## src/rtl/usbdst_pkg.sv

```systemverilog
// ----------------------------------------------------------------------------
// usbdst_pkg
// Shared types and constants for the USB device state tracker.
// ----------------------------------------------------------------------------
package usbdst_pkg;

    localparam int NUM_ENDPOINTS = 16;
    // Endpoint numbers are 4 bits; compare in 5 bits so sixteen fits.
    localparam logic [4:0] EP_LIMIT = 5'(NUM_ENDPOINTS);
    localparam logic [7:0] ADDRESS_LIMIT = 8'd128;
    // Control word written to endpoint 0 when a bus reset re-arms it.
    localparam logic [7:0] EP0_CONTROL_WORD = 8'h16;

    // Register indexes on the configuration port (paddr[2]).
    localparam logic REG_CONFIG_HANDLER = 1'b0;
    localparam logic REG_DATA_HANDLER   = 1'b1;

    typedef enum logic [2:0] {
        OP_ATTACH     = 3'd0,
        OP_DETACH     = 3'd1,
        OP_BUS_RESET  = 3'd2,
        OP_XACT       = 3'd3,
        OP_SET_ADDR   = 3'd4,
        OP_SET_CONFIG = 3'd5
    } opcode_t;

    typedef enum logic [2:0] {
        ST_UNATTACHED = 3'd0,
        ST_ATTACHED   = 3'd1,
        ST_DEFAULT    = 3'd2,
        ST_ADDRESSED  = 3'd3,
        ST_CONFIGURED = 3'd4
    } dev_state_t;

    typedef enum logic [2:0] {
        STATUS_OK         = 3'd0,
        STATUS_BAD_PARAM  = 3'd1,
        STATUS_BAD_STATE  = 3'd2,
        STATUS_NO_HANDLER = 3'd3,
        STATUS_REFUSED    = 3'd4
    } status_t;

    typedef enum logic [1:0] {
        ROUTE_NONE    = 2'd0,
        ROUTE_CONTROL = 2'd1,
        ROUTE_APP     = 2'd2
    } route_t;

    typedef struct packed {
        logic [2:0] opcode;
        logic [3:0] endpoint_number;
        logic [7:0] new_address;
        logic [7:0] config_number;
        logic       handler_accepts;
    } event_t;

    typedef struct packed {
        status_t    status;
        dev_state_t state;
        logic [6:0] address;
        route_t     route;
        logic       endpoints_reset;
        logic       bus_enable;
    } result_t;

endpackage

```

## src/rtl/usbdst_fsm.sv

```systemverilog
// ----------------------------------------------------------------------------
// usbdst_fsm
// Device state and address registers with the per-event update logic.
// ----------------------------------------------------------------------------
module usbdst_fsm (
    input  logic                clk,
    input  logic                rst_n,
    input  logic                commit,
    input  usbdst_pkg::event_t  ev,
    input  logic                config_handler,
    input  logic                data_handler,
    output usbdst_pkg::result_t res
);

    usbdst_pkg::dev_state_t state_reg;
    usbdst_pkg::dev_state_t state_next;
    logic [6:0]             address_reg;
    logic [6:0]             address_next;

    always_ff @(posedge clk or negedge rst_n)
    begin
        if (!rst_n)
        begin
            state_reg   <= usbdst_pkg::ST_UNATTACHED;
            address_reg <= 7'd0;
        end
        else if (commit)
        begin
            state_reg   <= state_next;
            address_reg <= address_next;
        end
    end

    always_comb
    begin
        logic past_default;
        past_default = (state_reg == usbdst_pkg::ST_DEFAULT) ||
                       (state_reg == usbdst_pkg::ST_ADDRESSED) ||
                       (state_reg == usbdst_pkg::ST_CONFIGURED);

        state_next          = state_reg;
        address_next        = address_reg;
        res.status          = usbdst_pkg::STATUS_OK;
        res.route           = usbdst_pkg::ROUTE_NONE;
        res.endpoints_reset = 1'b0;

        unique case (usbdst_pkg::opcode_t'(ev.opcode))
            usbdst_pkg::OP_ATTACH:
            begin
                if (state_reg == usbdst_pkg::ST_UNATTACHED)
                begin
                    state_next = usbdst_pkg::ST_ATTACHED;
                end
            end
            usbdst_pkg::OP_DETACH:
            begin
                state_next = usbdst_pkg::ST_UNATTACHED;
            end
            usbdst_pkg::OP_BUS_RESET:
            begin
                if (state_reg != usbdst_pkg::ST_UNATTACHED)
                begin
                    state_next          = usbdst_pkg::ST_DEFAULT;
                    address_next        = 7'd0;
                    res.endpoints_reset = 1'b1;
                end
            end
            usbdst_pkg::OP_XACT:
            begin
                if (past_default && ({1'b0, ev.endpoint_number} < usbdst_pkg::EP_LIMIT))
                begin
                    if (ev.endpoint_number == 4'd0)
                    begin
                        res.route = usbdst_pkg::ROUTE_CONTROL;
                    end
                    else if (state_reg == usbdst_pkg::ST_CONFIGURED && data_handler)
                    begin
                        res.route = usbdst_pkg::ROUTE_APP;
                    end
                end
            end
            usbdst_pkg::OP_SET_ADDR:
            begin
                if (state_reg == usbdst_pkg::ST_DEFAULT ||
                    state_reg == usbdst_pkg::ST_ADDRESSED)
                begin
                    if (ev.new_address != 8'd0 && ev.new_address < usbdst_pkg::ADDRESS_LIMIT)
                    begin
                        address_next = ev.new_address[6:0];
                        state_next   = usbdst_pkg::ST_ADDRESSED;
                    end
                    else
                    begin
                        res.status = usbdst_pkg::STATUS_BAD_PARAM;
                    end
                end
                else
                begin
                    res.status = usbdst_pkg::STATUS_BAD_STATE;
                end
            end
            usbdst_pkg::OP_SET_CONFIG:
            begin
                priority if (state_reg != usbdst_pkg::ST_ADDRESSED &&
                             state_reg != usbdst_pkg::ST_CONFIGURED)
                begin
                    res.status = usbdst_pkg::STATUS_BAD_STATE;
                end
                else if (!config_handler)
                begin
                    res.status = usbdst_pkg::STATUS_NO_HANDLER;
                end
                else if (ev.config_number == 8'd0)
                begin
                    state_next = usbdst_pkg::ST_ADDRESSED;
                end
                else if (ev.handler_accepts)
                begin
                    state_next = usbdst_pkg::ST_CONFIGURED;
                end
                else
                begin
                    res.status = usbdst_pkg::STATUS_REFUSED;
                end
            end
            default:
            begin
                // undefined opcodes: no effect
            end
        endcase

        res.state      = state_next;
        res.address    = address_next;
        res.bus_enable = (state_next != usbdst_pkg::ST_UNATTACHED);
    end

endmodule

```

## src/rtl/usb_device_state_tracker_top.sv

```systemverilog
// ----------------------------------------------------------------------------
// usb_device_state_tracker_top
// USB device state tracker: one bus event in, one status request out.
// ----------------------------------------------------------------------------
// Usage:
//   Event channel (ev_valid/ev_ready) carries one bus event per request:
//   attach, detach, bus reset, transaction, set address or set config.
//   Result channel (res_valid/res_ready) returns exactly one request per
//   event with status, new device state, address, routing and flags.
//   An APB port holds two 1-bit registers: set-config handler present
//   (0x0) and data handler present (0x4); pready is tied high. Write them
//   only while no event is in flight.
// Pipeline:
//   Two stages: input register, then the result register. A taken event
//   is registered in the input stage and its result in the result
//   register; one event per cycle sustained while res_ready stays high.
//   The state update sits between the two stages, so each event sees the
//   state left by the one before it.
// Reset:
//   rst_n (async, active low) empties both stages, puts the device in the
//   unattached state at address 0 and clears both handler registers.
// Stalls:
//   With res_ready low the result register holds; the input stage still
//   fills, so ev_ready drops only when both stages are full.
// ----------------------------------------------------------------------------
module usb_device_state_tracker_top (
    input  logic        clk,
    input  logic        rst_n,
    // event channel
    input  logic        ev_valid,
    output logic        ev_ready,
    input  logic [2:0]  opcode,
    input  logic [3:0]  endpoint_number,
    input  logic [7:0]  new_address,
    input  logic [7:0]  config_number,
    input  logic        handler_accepts,
    // result channel
    output logic        res_valid,
    input  logic        res_ready,
    output logic [2:0]  status,
    output logic [2:0]  device_state_out,
    output logic [6:0]  device_address_out,
    output logic [1:0]  route,
    output logic        endpoints_reset,
    output logic        bus_enable,
    // configuration port
    input  logic        psel,
    input  logic        penable,
    input  logic        pwrite,
    input  logic [2:0]  paddr,
    input  logic [31:0] pwdata,
    output logic [31:0] prdata,
    output logic        pready
);

    // ---------------- configuration registers ----------------
    logic config_handler_reg;
    logic data_handler_reg;
    logic cfg_write;

    assign pready    = 1'b1;
    assign cfg_write = psel && penable && pwrite;

    always_ff @(posedge clk or negedge rst_n)
    begin
        if (!rst_n)
        begin
            config_handler_reg <= 1'b0;
            data_handler_reg   <= 1'b0;
        end
        else if (cfg_write)
        begin
            if (paddr[2] == usbdst_pkg::REG_CONFIG_HANDLER)
            begin
                config_handler_reg <= pwdata[0];
            end
            else
            begin
                data_handler_reg <= pwdata[0];
            end
        end
    end

    assign prdata = {31'd0, (paddr[2] == usbdst_pkg::REG_DATA_HANDLER) ?
                            data_handler_reg : config_handler_reg};

    // ---------------- pipeline control ----------------
    // Stage 1 holds the accepted event; stage 2 the finished result.
    logic                in_valid_reg;
    usbdst_pkg::event_t  ev_reg;
    logic                out_valid_reg;
    usbdst_pkg::result_t res_reg;
    usbdst_pkg::result_t res_next;
    logic                out_free;
    logic                advance;
    logic                take;

    assign out_free = !out_valid_reg || res_ready;
    assign advance  = in_valid_reg && out_free;   // stage 1 -> stage 2
    assign ev_ready = !in_valid_reg || out_free;
    assign take     = ev_valid && ev_ready;

    always_ff @(posedge clk or negedge rst_n)
    begin
        if (!rst_n)
        begin
            in_valid_reg  <= 1'b0;
            out_valid_reg <= 1'b0;
        end
        else
        begin
            if (ev_ready)
            begin
                in_valid_reg <= ev_valid;
            end
            if (out_free)
            begin
                out_valid_reg <= in_valid_reg;
            end
        end
    end

    // payload registers, no reset needed
    always_ff @(posedge clk)
    begin
        if (take)
        begin
            ev_reg <= '{opcode:          opcode,
                        endpoint_number: endpoint_number,
                        new_address:     new_address,
                        config_number:   config_number,
                        handler_accepts: handler_accepts};
        end
        if (advance)
        begin
            res_reg <= res_next;
        end
    end

    // ---------------- state machine ----------------
    // State commits on the same edge the result is captured.
    usbdst_fsm u_fsm (
        .clk            (clk),
        .rst_n          (rst_n),
        .commit         (advance),
        .ev             (ev_reg),
        .config_handler (config_handler_reg),
        .data_handler   (data_handler_reg),
        .res            (res_next)
    );

    // ---------------- outputs ----------------
    assign res_valid          = out_valid_reg;
    assign status             = res_reg.status;
    assign device_state_out   = res_reg.state;
    assign device_address_out = res_reg.address;
    assign route              = res_reg.route;
    assign endpoints_reset    = res_reg.endpoints_reset;
    assign bus_enable         = res_reg.bus_enable;

    // ---------------- assertions ----------------
    // A stalled result must not be overwritten.
    a_hold_on_stall: assert property (@(posedge clk) disable iff (!rst_n)
        (out_valid_reg && !res_ready) |=> $stable(res_reg))
        else $error("result changed while stalled");

    // Bus reset leaves the device in default state at address 0.
    a_reset_result: assert property (@(posedge clk) disable iff (!rst_n)
        (out_valid_reg && res_reg.endpoints_reset) |->
        (res_reg.address == 7'd0 && res_reg.state == usbdst_pkg::ST_DEFAULT))
        else $error("bus reset result inconsistent");

    // Transactions are routed only once the device is past attached.
    a_route_state: assert property (@(posedge clk) disable iff (!rst_n)
        (out_valid_reg && res_reg.route != usbdst_pkg::ROUTE_NONE) |->
        (res_reg.state != usbdst_pkg::ST_UNATTACHED &&
         res_reg.state != usbdst_pkg::ST_ATTACHED))
        else $error("route given before default state");

    // Bus enable tracks attachment.
    a_bus_enable: assert property (@(posedge clk) disable iff (!rst_n)
        out_valid_reg |->
        (res_reg.bus_enable == (res_reg.state != usbdst_pkg::ST_UNATTACHED)))
        else $error("bus enable inconsistent with state");

    // Application routing requires the configured state and the data handler.
    a_app_route: assert property (@(posedge clk) disable iff (!rst_n)
        (out_valid_reg && res_reg.route == usbdst_pkg::ROUTE_APP) |->
        (res_reg.state == usbdst_pkg::ST_CONFIGURED && data_handler_reg))
        else $error("application route while not configured");

endmodule
```

## config.mk

```make
export PLATFORM = sky130hd
export DESIGN_NAME = usb_device_state_tracker_top
export DESIGN_NICKNAME = d
export VERILOG_FILES = /design/src/rtl/usbdst_pkg.sv /design/src/rtl/usbdst_fsm.sv /design/src/rtl/usb_device_state_tracker_top.sv
export SDC_FILE = /design/constraint.sdc
export NUM_CORES = 1
export LEC_CHECK = 0
export BUFFER_PORTS_ARGS = -buffer_cell sky130_fd_sc_hd__buf_4
export CORE_MARGIN = 4
export CORE_UTILIZATION = 46
export DETAILED_ROUTE_END_ITERATION = 12
export PLACE_DENSITY = 0.79
export SLEW_MARGIN = 0
export SYNTH_ARGS = -nofsm -noshare
export SYNTH_HDL_FRONTEND = slang
export SYNTH_HIERARCHICAL = 1
export SYNTH_SLANG_ARGS = --single-unit
```

## constraint.sdc

```tcl
create_clock -name clk -period 2.6 [get_ports clk]
set_input_delay 0.26 -clock clk [delete_from_list [all_inputs] [get_ports clk]]
set_output_delay 0.26 -clock clk [all_outputs]
set_load 0.1 [all_outputs]
```

* Word-level counts from Yosys, hierarchy flattened
Cells that the tools add are included.
** Storage, ports and cells
- Memories :: 0
- Bits in registers :: 55
- Memory bits (read-only) :: 0
- Bits in latches :: 0
- RAM bits :: 0
** Operators by class
- Multiply operators :: 0
- Muxes and demuxes :: 24
- Div/mod/pow operators :: 0
- Shifts and indexed selects :: 0
- $lt $le $gt $ge :: 1
- Bitwise logic cells :: 3
- Equal/unequal tests :: 10
- Reductions and logical operators :: 24
- $add $sub $neg :: 0
** Operators by type and width (number)
- two-way mux 3 bit :: 12
- two-way mux 7 bit :: 3
- case mux 3 bit (5 select lines) :: 1
- case mux 7 bit (2 select lines) :: 1
- equality test 3 x 2 -> 1 bit (second input constant) :: 4
- equality test 3 bit (second input constant) :: 3
- logical NOT 8 bit :: 1
- < comparator 8 bit (second input constant) :: 1
- nonzero test 8 bit :: 1
- logical AND 1 bit :: 7
- logical NOT 3 bit :: 2
- case mux 3 bit (2 select lines) :: 1
- AND reduction 2 bit :: 3
- nonzero test 3 bit :: 2
- logical NOT 4 bit :: 1
- logical OR 1 bit :: 4
- two-way mux 1 bit :: 4
- two-way mux 2 bit :: 2
- equality test 3 x 1 -> 1 bit (second input constant) :: 1
- inequality test 3 x 2 -> 1 bit (second input constant) :: 1
- inequality test 3 bit (second input constant) :: 1
- inverter 1 bit :: 3
- OR reduction 3 bit :: 1
- logical NOT 1 bit :: 2

* Logic depth before layout (Yosys ltp)
- Depth in word-level cells :: 6
- Mapped depth :: 7
- Mapped depth without buffers :: 5

* Cells and area by module
The synthesis kept the hierarchy.
** By module, submodules not included
- usb_device_state_tracker_top :: instances 1, cells an instance 90, area an instance 1666.6 sq um
- usbdst_fsm :: instances 1, cells an instance 108, area an instance 855.8 sq um

* Worst setup path after synthesis
OpenSTA, ideal clock, no wires.
- Kind :: reg2reg
- Start :: register out_valid_reg (netlist: res_valid)
- End :: register ev_reg[0] (netlist bit) (enable)
- Slack :: -0.456 ns
- Required time :: 2.238 ns
- Data arrival time :: 2.694 ns
- Setup time :: 0.362 ns
- Clock period less this slack :: 3.056 ns
- Cell stages (with the launch flop) :: 3
- Cells stage by stage :: dfrtp_1 nand3b_1 and2_1
** Between the ends
- Word-level cells in the longest chain between the ends :: 4
** Ends and longest elaborated chain
- start, declared :: line usb_device_state_tracker_top.sv:91 : logic out_valid_reg;
- start signal, assigned :: line usb_device_state_tracker_top.sv:118 : out_valid_reg <= in_valid_reg;
- logical NOT 1 bit :: line usb_device_state_tracker_top.sv:98 : assign out_free = !out_valid_reg || res_ready;
- logical OR 1 bit :: line usb_device_state_tracker_top.sv:98
- logical OR 1 bit :: line usb_device_state_tracker_top.sv:100 : assign ev_ready = !in_valid_reg || out_free;
- net ev_ready :: line usb_device_state_tracker_top.sv:31 : output logic ev_ready,
- logical AND 1 bit :: line usb_device_state_tracker_top.sv:101 : assign take = ev_valid && ev_ready;
- net take :: line usb_device_state_tracker_top.sv:96 : logic take;
- end signal, assigned :: line usb_device_state_tracker_top.sv:128 : ev_reg <= '{opcode: opcode,
- end, declared :: line usb_device_state_tracker_top.sv:90 : usbdst_pkg::event_t ev_reg;
The timed path passes the listed nets, and every way through them passes these cells.
A chain may end at the register's enable or synchronous reset.

==> flow_metrics.env <==
export IMPL_outcome="completed"
export IMPL_crit_fanout=4
export IMPL_fin_cells=323
export IMPL_core_um2=5200
export IMPL_cts_clk_slew_worst_paths_ns=0.09
export IMPL_first_global_vias=1355
export IMPL_p_sw_w=0.000853
export IMPL_period_share_pct=82.6
export IMPL_slew_limit_headroom_pct=58.0
export IMPL_syn_avg_cell_area_um2=12.7
export IMPL_ios=118
export IMPL_die_w_um=82.1
export IMPL_seq_area_frac_synth_pct=62.7
export IMPL_synth_top_family_by_area="simple AND/OR/NAND/NOR gates"
export IMPL_path_buf_inv=0
export IMPL_dp_cells=314
export IMPL_multi_input_area_um2=767
export IMPL_clock_path_buffers=2
export IMPL_seqPwrFrac_pct=49.3
export IMPL_syn_inst=198
export IMPL_path_delay_family="simple AND/OR/NAND/NOR gates"
export IMPL_clock_latency_ns=0.30
export IMPL_diodes=0
export IMPL_regArea_um2=1580
export IMPL_ys_warn_count=6
export IMPL_yosysUniqueCellTypes=44
export IMPL_portBuffers=52
export IMPL_p_per_area_nw_per_um2=753
export IMPL_crit_path_start_kind="flip-flop"
export IMPL_hpwl_um=3090
export IMPL_placed_cell_area_um2=2860
export IMPL_worstMarginPinSlew_ns=0.625
export IMPL_end_kind="flip-flop"
export IMPL_die_h_um=82.1
export IMPL_synthToLayoutAreaGrowth_pct=17.2
export IMPL_worstPathRequired_ns=2.66
export IMPL_crit_path_max_incr_delay_ns=0.59
export IMPL_grt_total_usage_pct=12.5
export IMPL_final_setup_skew_ns=0.00690
export IMPL_setup_violations_final=0
export IMPL_place_gp_congestion=0.780
export IMPL_cap_violations=0
export IMPL_rsz0062_at_grt="false"
export IMPL_final_nets=318
export IMPL_syn_area_um2=2520
export IMPL_p_int_w=0.00137
export IMPL_worstSetupPathType="reg2reg"
export IMPL_leakage_nw=1.21
export IMPL_p_sw_share_pct=38.3
export IMPL_design_area_um2=2960
export IMPL_htreeDepth=2
export IMPL_p_comb_share_pct=30.8
export IMPL_cts_sink_count=55
export IMPL_synth_seq_cells=55
export IMPL_yosys_area_share_simple_pct=12.4
export IMPL_ant_nets=0
export IMPL_clock_power_share_pct=19.9
export IMPL_die_area_um2=6730
export IMPL_tns_ns=0
export IMPL_fin_util_pct=56.8
export IMPL_synth_adder_area_share_pct=0
export IMPL_drc=0
export IMPL_synth_compound_area_share_pct=11.1
export IMPL_cts_root_buf="clkbuf_8"
export IMPL_numCtsBuffers=5
export IMPL_dr_pass1_iters=4
export IMPL_grt_overflow_total=0
export IMPL_ir_worst_vdd_mv=0.369
export IMPL_max_freq_mhz=465
export IMPL_wirelength_um=4160
export IMPL_hold_violations=0
export IMPL_fillCellCount=432
export IMPL_cts_tree="built"
export IMPL_drtIter0Drc=114
export IMPL_cpMaxStageDelayCell="nor4_1"
export IMPL_crit_chain="nor4_1 > a211oi_4 > nor2_1 > a32oi_1 > or3_1"
export IMPL_drive_above_1_share_pct=28.9
export IMPL_grt_pass1_wl_um=6250
export IMPL_largest_reg_flops=24
export IMPL_grt_antenna_before_repair=0
export IMPL_wl_per_cell_um=12.9
export IMPL_period_minus_slack_ns=2.15
export IMPL_synthMuxAreaShare_pct=1.79
export IMPL_dr_total_vias=1580
export IMPL_num_rows=26
export IMPL_arrival_ns=2.20
export IMPL_synth_xor_area_share_pct=0.347
export IMPL_via_per_inst=4.89
export IMPL_initial_core_util_pct=48.5
export IMPL_min_path_type="in2reg"
export IMPL_slew_viol_final=0
export IMPL_grt_max_degree=25
export IMPL_postCtsSetupRepairBufs=0
## power by group through the flow
stage | Combinational (W) | Sequential, W | Clock (W)
2_1_floorplan | 0.000411 | 0.00131 | 0
3_3_place_gp | 0.000678 | 0.00111 | 0
3_5_place_dp | 0.000683 | 0.00112 | 0
4_1_cts | 0.000685 | 0.00110 | 0.000452
5_1_grt | 0.000715 | 0.00111 | 0.000496
6_report | 0.000685 | 0.00110 | 0.000443
## cells in the final DEF, fill, tap and decap left out, types with 4 or more instances in the layout
master	n
buf_4	55
edfxtp_1	41
conb_1	32
nand2_1	19
dfrtp_1	13
o21ai_0	10
a22o_1	8
nand2b_1	6
nor2_1	6
clkbuf_8	5
a21oi_1	5
nor3_1	4
## per-stage QoR
stage | setup slack [ns] | power [W] | hold WS [ns]
after floorplan | 0.0386 | 0.00172 | -0.0356
after global placement | 0.507 | 0.00179 | 0.126
after detailed placement | 0.485 | 0.00180 | 0.127
after CTS | 0.477 | 0.00223 | 0.121
after global routing | 0.338 | 0.00232 | 0.104
final | 0.452 | 0.00223 | 0.127
## what timing repair did
action	4_1_cts	5_1_grt
resized for setup	0	0
hold buffers	1	0
hold endpoints to repair	14	0
## cell families after synthesis
logic type | after synthesis
DFF | 55
AOI/OAI and AO/OA | 37
and+or+nand+nor | 57
xor gates and xnor gates | 1
muxes | 4
buffers and inverters | 42
other | 2
## cell usage after synthesis, drive strengths merged
cell type | number | share of area, %
buf | 38 | 11
a41oi | 1 | 0.35
inv | 3 | 0.45
a311oi | 1 | 0.35
mux2 | 4 | 1.8
nand2 | 19 | 2.8
nand2b | 6 | 1.5
clkbuf | 1 | 0.15
nor3 | 4 | 0.79
o211ai | 1 | 0.50
xnor2 | 1 | 0.35
o22a | 1 | 0.35
nand3b | 3 | 0.89
a31oi | 1 | 0.25
nor2b | 1 | 0.25
a21o | 1 | 0.30
edfxtp | 41 | 49
a21oi | 6 | 1.6
nand4 | 1 | 0.25
nor4 | 1 | 0.25
and4 | 1 | 0.35
o21a | 2 | 0.60
or4 | 3 | 0.89
nor4b | 1 | 0.35
o21ai | 11 | 2.2
a32oi | 1 | 0.35
nand3 | 2 | 0.40
dfrtp | 14 | 14
conb | 2 | 0.30
nor2 | 6 | 0.89
or3 | 2 | 0.50
a21bo | 1 | 0.40
a22o | 8 | 2.8
nand4b | 1 | 0.35
a211oi | 2 | 1.1
or3b | 3 | 1.1
and2 | 3 | 0.74
## path summary, 6_finish.rpt
path | slack, ns | depth (start not counted) | end | from
max reg2reg | 0.45 | 5 | bus_enable | ev_reg[13]
min in group asynchronous | 0.34 | 2 | u_fsm/address_reg[0] | rst_n
max | 0.45 | 5 | bus_enable | ev_reg[13]
max in group asynchronous | 2.07 | 2 | res_valid | rst_n
min | 0.13 | 1 | ev_reg[1] | config_number[0]
min reg2reg | 0.50 | 1 | res_valid | in_valid_reg
## metal layers
metal | track usage [%] | wire length (um)
met3 | 3.84 | 455
met5 | 0 | 0
met2 | 19.1 | 1970
met1 | 16.5 | 1680
met4 | 5.32 | 53
## final cells by class
cell class,count,area share [%]
inverter,3,0.381
timing repair buffer,56,14.3
sequential,55,53.5
multi-input combinational,131,25.9
clock buffer,6,2.45
clock inverter,2,0.423
tap,70,2.96
Power figures use the tool's default switching activity.
